==> config.mk <==
export PLATFORM = sky130hd
export DESIGN_NAME = merge_sorter_descending
export DESIGN_NICKNAME = d
export VERILOG_FILES = /design/src/rtl/msd_pkg.sv /design/src/rtl/msd_ram.sv /design/src/rtl/merge_sorter_descending.sv
export VERILOG_INCLUDE_DIRS = /design/src /design/src/rtl
export SDC_FILE = /design/constraint.sdc
export NUM_CORES = 2
export LEC_CHECK = 0
export BUFFER_PORTS_ARGS = -buffer_cell sky130_fd_sc_hd__buf_2
export CELL_PAD_IN_SITES_DETAIL_PLACEMENT = 0
export CELL_PAD_IN_SITES_GLOBAL_PLACEMENT = 1
export CORE_UTILIZATION = 50
export CTS_BUF_LIST = sky130_fd_sc_hd__clkbuf_8
export DETAILED_ROUTE_END_ITERATION = 8
export GPL_TIMING_DRIVEN = 1
export PLACE_DENSITY_LB_ADDON = 0.12
export SLEW_MARGIN = 20
export SYNTH_ARGS = -nofsm -noshare
export SYNTH_HDL_FRONTEND = slang
export SYNTH_SLANG_ARGS = --single-unit
==> constraint.sdc <==
create_clock -name clk -period 26.9 [get_ports clk]
set_input_delay 1.345 -clock clk [delete_from_list [all_inputs] [get_ports clk]]
set_output_delay 1.345 -clock clk [all_outputs]
set_load 0.01 [all_outputs]
==> src/rtl/merge_sorter_descending_defines.svh <==
// Assertion macros for the merge sorter.
// Included by modules that carry concurrent assertions; expects clk and rst in scope.
`ifndef MERGE_SORTER_DESCENDING_DEFINES_SVH
`define MERGE_SORTER_DESCENDING_DEFINES_SVH

// same-cycle implication
`define MSD_ASSERT_NOW(lbl, pre, post, msg) \
  lbl: assert property (@(posedge clk) disable iff (rst) (pre) |-> (post)) \
    else $error(msg);

// next-cycle implication
`define MSD_ASSERT_NEXT(lbl, pre, post, msg) \
  lbl: assert property (@(posedge clk) disable iff (rst) (pre) |=> (post)) \
    else $error(msg);

`endif

==> src/rtl/msd_pkg.sv <==
// Shared types for the descending merge sorter: payload structs and sequencer states.
// No dependencies.
`default_nettype none

package msd_pkg;

  localparam int ValueWidth = 32;

  typedef struct packed {
    logic signed [ValueWidth-1:0] value;
    logic                         is_last;
  } item_t;

  typedef struct packed {
    logic signed [ValueWidth-1:0] sorted_value;
    logic                         last_out;
    logic                         overflow;
  } result_t;

  typedef enum logic [3:0] {
    ST_LOAD,
    ST_PASS,
    ST_PAIR,
    ST_HEAD_A,
    ST_HEAD_B,
    ST_MERGE,
    ST_FETCH_A,
    ST_FETCH_B,
    ST_EMIT_RD,
    ST_EMIT_WR
  } state_t;

endpackage

`default_nettype wire

==> src/rtl/msd_ram.sv <==
// Generic single-write, single-read synchronous RAM with registered read data.
// No dependencies.
`default_nettype none

module msd_ram #(
  parameter int WIDTH = 32,
  parameter int DEPTH = 64
) (
  input  logic                     clk,
  input  logic                     we,
  input  logic [$clog2(DEPTH)-1:0] waddr,
  input  logic [WIDTH-1:0]         wdata,
  input  logic [$clog2(DEPTH)-1:0] raddr,
  output logic [WIDTH-1:0]         rdata
);

  logic [WIDTH-1:0] mem [DEPTH];

  always_ff @(posedge clk) begin
    if (we) begin
      mem[waddr] <= wdata;
    end
    rdata <= mem[raddr];
  end

endmodule

`default_nettype wire

==> src/rtl/merge_sorter_descending.sv <==
// Descending merge sorter: collects signed values, sorts them in RAM, streams them out.
// Depends on msd_pkg, msd_ram and merge_sorter_descending_defines.svh.
//
// Usage:
//   item channel (item_valid/item_ready/item): one signed 32-bit value per transfer;
//   is_last closes the set. Up to MAX_ITEMS values are kept; extra ones are
//   dropped and every result of that set then carries overflow = 1.
//   result channel (result_valid/result_ready/result): the stored values in
//   descending order, last_out on the final one.
// Sequencing:
//   after the closing transfer the block runs ceil(log2 n) bottom-up merge passes
//   between two RAMs. Each run pair first reads the heads of both runs; then each
//   element is written to the other RAM while the next head is read through the
//   one read port, whose read data is registered. Emission then reads each
//   element and registers it in the result register.
//   item_ready is low from the closing transfer until the last result is
//   registered; loading of the next set may start while that result waits.
// Reset clears the count, the overflow flag and result_valid; RAM
// contents are not cleared. A stalled receiver holds the output register and
// the sequencer waits on it.
`default_nettype none

module merge_sorter_descending #(
  parameter int MAX_ITEMS = 64
) (
  input  logic             clk,
  input  logic             rst,
  input  logic             item_valid,
  output logic             item_ready,
  input  msd_pkg::item_t   item,
  output logic             result_valid,
  input  logic             result_ready,
  output msd_pkg::result_t result
);

  import msd_pkg::*;

`include "merge_sorter_descending_defines.svh"

  localparam int AW = $clog2(MAX_ITEMS);
  localparam int CW = $clog2(MAX_ITEMS + 1);
  localparam int PW = CW + 2;
  localparam logic [CW-1:0] MaxCount = CW'(MAX_ITEMS);

  state_t state, state_next;

  logic [CW-1:0] count;
  logic          ovf;
  logic [PW-1:0] w, lo, mid, hi, a, b, k;
  logic [PW-1:0] n_ext, mid_c, hi_c, sum_m, sum_h;
  logic          src;
  logic signed [ValueWidth-1:0] ha, hb;

  logic                  we0, we1;
  logic [AW-1:0]         waddr, raddr;
  logic [ValueWidth-1:0] wdata, rdata0, rdata1, src_data;
  logic                  take_a, slot_free, emit_last, accept;

  msd_ram #(.WIDTH(ValueWidth), .DEPTH(MAX_ITEMS)) u_ram0 (
    .clk(clk), .we(we0), .waddr(waddr), .wdata(wdata), .raddr(raddr), .rdata(rdata0)
  );

  msd_ram #(.WIDTH(ValueWidth), .DEPTH(MAX_ITEMS)) u_ram1 (
    .clk(clk), .we(we1), .waddr(waddr), .wdata(wdata), .raddr(raddr), .rdata(rdata1)
  );

  assign src_data   = src ? rdata1 : rdata0;
  assign n_ext      = PW'(count);
  assign sum_m      = lo + w;
  assign sum_h      = lo + (w << 1);
  assign mid_c      = (sum_m > n_ext) ? n_ext : sum_m;
  assign hi_c       = (sum_h > n_ext) ? n_ext : sum_h;
  assign take_a     = (a < mid) && ((b >= hi) || (ha > hb));
  assign slot_free  = !result_valid || result_ready;
  assign emit_last  = (k + PW'(1)) == n_ext;
  assign item_ready = (state == ST_LOAD);
  assign accept     = item_valid && item_ready;

  always_ff @(posedge clk) begin
    if (rst) begin
      state <= ST_LOAD;
    end else begin
      state <= state_next;
    end
  end

  always_comb begin
    state_next = state;
    we0        = 1'b0;
    we1        = 1'b0;
    waddr      = k[AW-1:0];
    wdata      = take_a ? ha : hb;
    raddr      = k[AW-1:0];
    case (state)
      ST_LOAD: begin
        waddr = count[AW-1:0];
        wdata = item.value;
        if (item_valid) begin
          we0 = (count < MaxCount);
          if (item.is_last) begin
            state_next = ST_PASS;
          end
        end
      end
      ST_PASS: begin
        state_next = (w >= n_ext) ? ST_EMIT_RD : ST_PAIR;
      end
      ST_PAIR: begin
        raddr = lo[AW-1:0];
        state_next = (lo >= n_ext) ? ST_PASS : ST_HEAD_A;
      end
      ST_HEAD_A: begin
        raddr = mid[AW-1:0];
        state_next = ST_HEAD_B;
      end
      ST_HEAD_B: begin
        state_next = ST_MERGE;
      end
      ST_MERGE: begin
        if (k == hi) begin
          state_next = ST_PAIR;
        end else begin
          we0 = src;
          we1 = !src;
          if (take_a) begin
            raddr = a[AW-1:0] + AW'(1);
            state_next = ST_FETCH_A;
          end else begin
            raddr = b[AW-1:0] + AW'(1);
            state_next = ST_FETCH_B;
          end
        end
      end
      ST_FETCH_A, ST_FETCH_B: begin
        state_next = ST_MERGE;
      end
      ST_EMIT_RD: begin
        state_next = ST_EMIT_WR;
      end
      ST_EMIT_WR: begin
        if (slot_free) begin
          state_next = emit_last ? ST_LOAD : ST_EMIT_RD;
        end
      end
      default: begin
        state_next = ST_LOAD;
      end
    endcase
  end

  always_ff @(posedge clk) begin
    if (rst) begin
      count        <= '0;
      ovf          <= 1'b0;
      result_valid <= 1'b0;
    end else begin
      if (result_valid && result_ready) begin
        result_valid <= 1'b0;
      end
      case (state)
        ST_LOAD: begin
          if (accept) begin
            if (count < MaxCount) begin
              count <= count + CW'(1);
            end else begin
              ovf <= 1'b1;
            end
          end
        end
        ST_EMIT_WR: begin
          if (slot_free) begin
            result_valid <= 1'b1;
            if (emit_last) begin
              count <= '0;
              ovf   <= 1'b0;
            end
          end
        end
        default: begin
        end
      endcase
    end
  end

  always_ff @(posedge clk) begin
    case (state)
      ST_LOAD: begin
        w   <= PW'(1);
        lo  <= '0;
        src <= 1'b0;
      end
      ST_PASS: begin
        k <= '0;
      end
      ST_PAIR: begin
        if (lo >= n_ext) begin
          w   <= w << 1;
          src <= !src;
          lo  <= '0;
        end else begin
          mid <= mid_c;
          hi  <= hi_c;
          a   <= lo;
          b   <= mid_c;
          k   <= lo;
        end
      end
      ST_HEAD_A: begin
        ha <= src_data;
      end
      ST_HEAD_B: begin
        hb <= src_data;
      end
      ST_MERGE: begin
        if (k == hi) begin
          lo <= hi;
        end else begin
          k <= k + PW'(1);
          if (take_a) begin
            a <= a + PW'(1);
          end else begin
            b <= b + PW'(1);
          end
        end
      end
      ST_FETCH_A: begin
        ha <= src_data;
      end
      ST_FETCH_B: begin
        hb <= src_data;
      end
      ST_EMIT_WR: begin
        if (slot_free) begin
          result.sorted_value <= src_data;
          result.last_out     <= emit_last;
          result.overflow     <= ovf;
          k                   <= k + PW'(1);
        end
      end
      default: begin
      end
    endcase
  end

  `MSD_ASSERT_NOW(a_count_bound, 1'b1, count <= MaxCount, "element count beyond capacity")
  `MSD_ASSERT_NOW(a_ovf_full, ovf, count == MaxCount, "overflow flagged with room left")
  `MSD_ASSERT_NOW(a_merge_src, (state == ST_MERGE) && (k != hi), (a < mid) || (b < hi),
                  "merge write with both runs exhausted")
  `MSD_ASSERT_NEXT(a_merge_step, (state == ST_MERGE) && (k != hi), k == $past(k) + PW'(1),
                   "merge output pointer did not advance")

endmodule

`default_nettype wire
* Yosys cells after proc, flatten, opt, wreduce, memory -nomap -nowiden
Memories as Yosys holds them, arrays and structs flattened. A register that Yosys moved wholly into a read port is not among the register bits.
Index checks and enable logic that the tools add are counted.
W data, S select, Z words.
** Cells by class
- $add $sub $neg :: 8
- Magnitude comparators :: 8
- Eq/ne operators :: 24
- Muxes and demuxes :: 58
- Bitwise gates (word level) :: 1
- Reductions and logical operators :: 26
** Operators with widths (count)
- $mux W9 :: 12
- $mux W32 :: 3
- $pmux W9 S2 :: 3
- $pmux W9 S4 :: 1
- $mux W7 :: 5
- $gt A32 B32 Y1 :: 1
- $pmux W4 S8 :: 1
- $add A9 B1 Y9 const B :: 3
- $pmux W9 S3 :: 1
- $mux W4 :: 5
- $ne A2 B2 Y1 const B :: 10
- $add A9 B9 Y9 :: 2
- $ge A9 B7 Y1 :: 2
- $gt A9 B7 Y1 :: 2
- $mux W6 :: 3
- $pmux W6 S3 :: 1
- $mux W1 :: 17
- $eq A4 B3 Y1 const B :: 4
- $pmux W7 S2 :: 1
- $add A6 B1 Y6 const B :: 2
- $reduce_and A4 Y1 :: 3
- $reduce_and A5 Y1 :: 2
- $eq A9 B7 Y1 :: 1
- $eq A9 B9 Y1 :: 1
- other kinds (23) :: 39
** Storage, ports and cells
- Flip-flop bits (word level) :: 175
- Bits in writable memories :: 4096
- Bits of input ports :: 37
- Output and inout port bits :: 36
- Memories kept :: 2
** Memory list
- u_ram0.mem :: depth 64, bits a word 32, read ports 1, clocked after memory_dff 1, write ports 1, RTL line msd_ram.sv:17 : logic [WIDTH-1:0] mem [DEPTH];
- u_ram1.mem :: depth 64, bits a word 32, read ports 1, clocked after memory_dff 1, write ports 1, RTL line msd_ram.sv:17

* Longest topological paths before layout
- Depth after elaboration :: 6
- Mapped depth :: 26

* Cells and area by module
Synthesis repeated with hierarchy kept, for this count alone.
** Second synthesis, totals
- Cells, all modules :: 7609
- Area total of the unflattened synthesis :: 167775.9 sq um
** By module, submodules not included
- msd_ram :: times used 2, cells each 3324, area an instance 78515.3 sq um, seq. area each 62139.6 sq um
- merge_sorter_descending :: times used 1, cells each 961, area an instance 10745.3 sq um, seq. area each 5124.9 sq um

* Worst setup path before layout
OpenSTA, ideal clock, no wires.
- Kind :: register to register
- Start :: register ha[26]
- End :: memory u_ram0.mem[0][10], data pin
- Setup time :: 1197 ps
- Arrival time :: 7585 ps
- Required time :: 25703 ps
- Setup slack :: 18119 ps
- Cell stages (with the launch flop) :: 13
- Path buffers :: 3
- Period minus slack after synthesis :: 8781 ps
- Cells stage by stage :: edfxtp_1 > ha_1 > and4_1 > nor4b_2 > nor3b_2 > o41a_1 > a211oi_2 > o21bai_2 > buf_4 > clkbuf_1 > buf_1 > a21oi_1 > o21ai_0
** On the way
- Longest elaborated chain between the ends :: 5
** Ends and longest elaborated chain
- start: declaration :: RTL line merge_sorter_descending.sv:52 : logic signed [ValueWidth-1:0] ha, hb;
- start signal: assignment :: RTL line merge_sorter_descending.sv:209 : ha <= src_data;
- start signal: assignment :: RTL line merge_sorter_descending.sv:227 : ha <= src_data;
- $gt A32 B32 Y1 :: RTL line merge_sorter_descending.sv:73 : assign take_a = (a < mid) && ((b >= hi) || (ha > hb));
- $logic_or A1 B1 Y1 :: RTL line merge_sorter_descending.sv:73
- $logic_and A1 B1 Y1 :: RTL line merge_sorter_descending.sv:73
- $mux W32 :: RTL line merge_sorter_descending.sv:92 : wdata = take_a ? ha : hb;
- $mux W32 :: RTL line merge_sorter_descending.sv:94 : case (state)
- via u_ram0.wdata[10] :: RTL line msd_ram.sv:12 : input logic [WIDTH-1:0] wdata,
- end: declaration :: RTL line msd_ram.sv:17
The timed path passes the listed nets, and every way through them passes these cells.

* Worst setup path in the final report
- Start :: register a[4]
- End :: register u_ram1.rdata[31], read port of u_ram1.mem
** On the way
- Longest elaborated chain between the ends :: 5
- Elaborated cells between the ends (all ways) :: 6
- Classes of those cells :: add/sub: 1; order compare: 1; mux: 3; reduce/logical: 1
** Ends and longest elaborated chain
- start: declaration :: RTL line merge_sorter_descending.sv:49 : logic [PW-1:0] w, lo, mid, hi, a, b, k;
- start signal: assignment :: RTL line merge_sorter_descending.sv:203 : a <= lo;
- start signal: assignment :: RTL line merge_sorter_descending.sv:220 : a <= a + PW'(1);
- $lt A9 B9 Y1 :: RTL line merge_sorter_descending.sv:73
- $logic_and A1 B1 Y1 :: RTL line merge_sorter_descending.sv:73
- $mux W6 * :: RTL line merge_sorter_descending.sv:125 : if (take_a) begin
- $mux W6 * :: RTL line merge_sorter_descending.sv:120 : if (k == hi) begin
- $pmux W6 S3 * :: RTL line merge_sorter_descending.sv:94
- end: declaration :: RTL line msd_ram.sv:14 : output logic [WIDTH-1:0] rdata
Mark *: on every way between the ends. The rest lies on a longest branch, timed or not.
A chain may end at the register's enable or synchronous reset.

==> impl_metrics.py <==
metrics = {
    "yosys": {
        "synth_ff_type": "edfxtp_1",
        "ys_top_cells_by_count": "edfxtp_1, mux4_2, nand2_1",
        "syn_area_um2": 168000,
        "synth_seq_cells": 4335,
        "synth_edf_count": 4258,
        "ys_seq_area_frac": 0.768,
        "async_reset_ff_frac": 0,
        "synth_top_area_frac": 0.759,
        "syn_inst": 8286,
        "synth_top_area_cell": "edfxtp_1",
        "syn_area_per_cell_um2": 20.3,
        "ys_warn_count": 0,
        "yosys-top-cells-area": "edfxtp_1, mux4_2, nand2_1, nand3_1, dfxtp_1",
        "yosysMostFrequentCell": "edfxtp_1",
        "synth.distinct_cells": 75,
    },
    "placement": {
        "port_buffers": 72,
        "pre_cts_ws_ns": 18.11,
        "place_congestion": 0.834,
        "dpl.hpwl_mm": 271,
        "place_area_um2": 176000,
    },
    "timing": {
        "setup_viol": 0,
        "hold_viol": 0,
        "worst_pin_slew_ns": 1.24,
        "finClkSkew_ns": 0.0735,
        "period_needed_ns": 8.91,
        "fin_hold_ws_ns": 0.436,
        "finalWorstSetupSlack_ns": 17.99,
        "relSlewSlack": 0.171,
        "fin_setup_tns_ns": 0,
        "drv_slew": 0,
        "fmax_ghz": 0.112,
        "fin_crit_sh": 0.331,
        "rsz0062_at_grt": "no",
    },
    "min_path": {
        "hold_path_class": "reg2reg",
    },
    "worst_setup_path": {
        "required_ns": 27.92,
        "ff2ff_setup_slack_ns": 17.99,
        "crit_start": "a[4]$_DFFE_PP_",
        "startpoint_type": "flop",
        "r2r-end": "u_ram1.rdata[31]$_DFF_P_",
        "cp_common_cell": "buf_4",
        "cp.arrival_ns": 9.93,
        "cp.depth": 19,
        "cp_max_fo": 75,
        "crit_path_end": "u_ram1.rdata[31]$_DFF_P_",
        "cp_top_family": "compound AO/OA/AOI/OAI gates",
        "critPathMaxStageDelay_ns": 0.86,
        "cp_num_buf_inv": 4,
        "r2r_cells": 19,
        "endpoint_kind": "flop",
        "cpMaxStageDelayCell": "o21ai_4",
        "r2r_start": "a[4]$_DFFE_PP_",
        "cp_cell_sequence": "ha_1, a41oi_1, o21ai_0, a21oi_1, o21ai_0, a221oi_1, o21bai_4, buf_4, mux2_2, ha_1, mux2i_1, o21ai_4, buf_4, buf_4, buf_4, mux4_2, a22o_1, o2111ai_1, nand2_1",
        "path_class": "reg2reg",
    },
    "run_status": {
        "status": "completed",
    },
    "clocking": {
        "cts_resized": 0,
        "cts_root_buffer": "clkbuf_8",
        "cts_buffer_depth": 4,
        "clkLatencyLatePin_ns": 1.23,
        "clk_pin_slew_ns": 0.06,
        "numCtsBuffers": 694,
        "cts_setup_buffers": 0,
        "h-tree-depth": 6,
        "cts_tree": "built",
        "cts_hold_buf": 0,
        "clock_sinks": 4335,
    },
    "grt": {
        "grt_usage": 0.287,
        "antenna_found_initial": 23,
        "grt_max_degree": 129,
        "gr-total-overflow": 0,
        "grt_pass1_wl_mm": 677,
        "grt_pass1_vias": 87027,
    },
    "cells_and_area": {
        "layout-drive-gt1-share": 0.260,
        "area_growth_pct": 11.8,
        "finalInstanceArea_um2": 188000,
        "finish.net_count": 9036,
    },
    "route": {
        "dr.pass1.iters": 6,
        "antenna_left": 0,
        "drc": 0,
        "drt-initial-drc-count": 10999,
        "vias_per_cell": 6.31,
        "wl_mm": 489,
        "via_count": 87454,
        "routedWlPerCell_um": 35.2,
    },
    "die": {
        "fp.dieH_um": 582,
        "row_count": 212,
        "die_w_um": 582,
        "coreArea_um2": 334000,
        "start_util": 0.504,
        "num_io_pins": 73,
        "dieArea_um2": 339000,
    },
    "run": {
        "drv_cap": 0,
    },
    "power": {
        "p_leak_nw": 60.8,
        "power_mw": 18.8,
        "power_density_nw_per_um2": 99.7,
        "ir_worst_vdd_uv": 79.3,
    },
}
-- cell type report --
type	count	area (um^2)
Clock inverter	541	2630
Clock buffer	717	9870
Timing Repair Buffer	369	2810
Tap cell	4387	5490
Fill cell	25305	146000
Antenna cell	19	47.5
Inverter	76	285
Sequential cell	4335	129000
Multi-Input combinational cell	3425	37800
-- cells by family after synthesis --
logic type,synth area share
mux,0.141
buf+inv,0.0159
compound gates,0.0220
xor+xnor,0.00296
simple gates,0.0426
flops,0.768
other cells,0.0000223
fa+ha+maj,0.00737
-- sequential cells by signal, indices dropped and copies added (netlist names), 32 cells and up --
signal / flops
ha: 32
hb: 32
result: 34
u_ram0.mem: 2048
u_ram0.rdata: 32
u_ram1.mem: 2048
u_ram1.rdata: 32
-- cells in the final DEF (no fill, tap or decap), types with 45 or more instances in the layout --
cell type,Yosys,routed
inv_1,74,346
a21oi_1,85,85
nor2_4,0,134
buf_2,65,72
clkinv_1,2,154
mux2_2,45,45
edfxtp_1,4258,4258
clkbuf_8,0,717
dfxtp_1,77,77
nand2_1,925,925
mux4_2,1025,1025
buf_4,31,279
ha_1,96,96
nor2_1,227,95
nand3_1,415,414
o21ai_0,90,58
clkinv_2,0,59
o2111ai_1,122,122
a22o_1,125,125
-- per-stage QoR --
stage	util	std cells
final	0.563	13869
after detailed placement	0.526	12592
after floorplan	-	8289
after CTS	0.563	13850
after global routing	0.563	13854
after global placement	0.526	12592
-- worst reg2reg max path: stages (launching register included) --
cell and delay, ns:
edfxtp_1 0.51, ha_1 0.35, a41oi_1 0.21, o21ai_0 0.14, a21oi_1 0.13, o21ai_0 0.31, a221oi_1 0.53, o21bai_4 0.24
buf_4 0.67, mux2_2 0.42, ha_1 0.30, mux2i_1 0.11, o21ai_4 0.86, buf_4 0.67, buf_4 0.81, buf_4 0.74
mux4_2 0.45, a22o_1 0.35, o2111ai_1 0.81, nand2_1 0.14
-- power by group --
group          switching [mW]  internal [mW]  leakage [nW]  total [mW]
clock                    2.62           2.54          7.40        5.16
combinational            3.57           1.58          14.3        5.15
sequential              0.176           8.29          39.1        8.46
total                    6.36           12.4          60.8        18.8
-- worst min path at each step --
| stage | cells past startpoint | start | end |
|---|---|---|---|
| final | 0 | ovf$_SDFFE_PP0P_ | result[0]$_DFFE_PP_ |
| after global routing | 2 | rst | ovf$_SDFFE_PP0P_ |
| after CTS | 2 | rst | count[0]$_SDFFE_PP0P_ |
| after detailed placement | 0 | ovf$_SDFFE_PP0P_ | result[0]$_DFFE_PP_ |
| after global placement | 0 | ovf$_SDFFE_PP0P_ | result[0]$_DFFE_PP_ |
| after floorplan | 0 | ovf$_SDFFE_PP0P_ | result[0]$_DFFE_PP_ |
-- metal layers --
| metal | vias to the layer above | global-route usage | routed length [um] |
|---|---|---|---|
| met3 | 651 | 0.0579 | 45300 |
| met1 | 47119 | 0.415 | 200000 |
| met2 | 4428 | 0.448 | 230000 |
| li1 | 35252 | - | - |
| met5 | - | 0 | 27 |
| met4 | 4 | 0.0783 | 13000 |
Note: power is estimated with default switching activity, not from simulation.
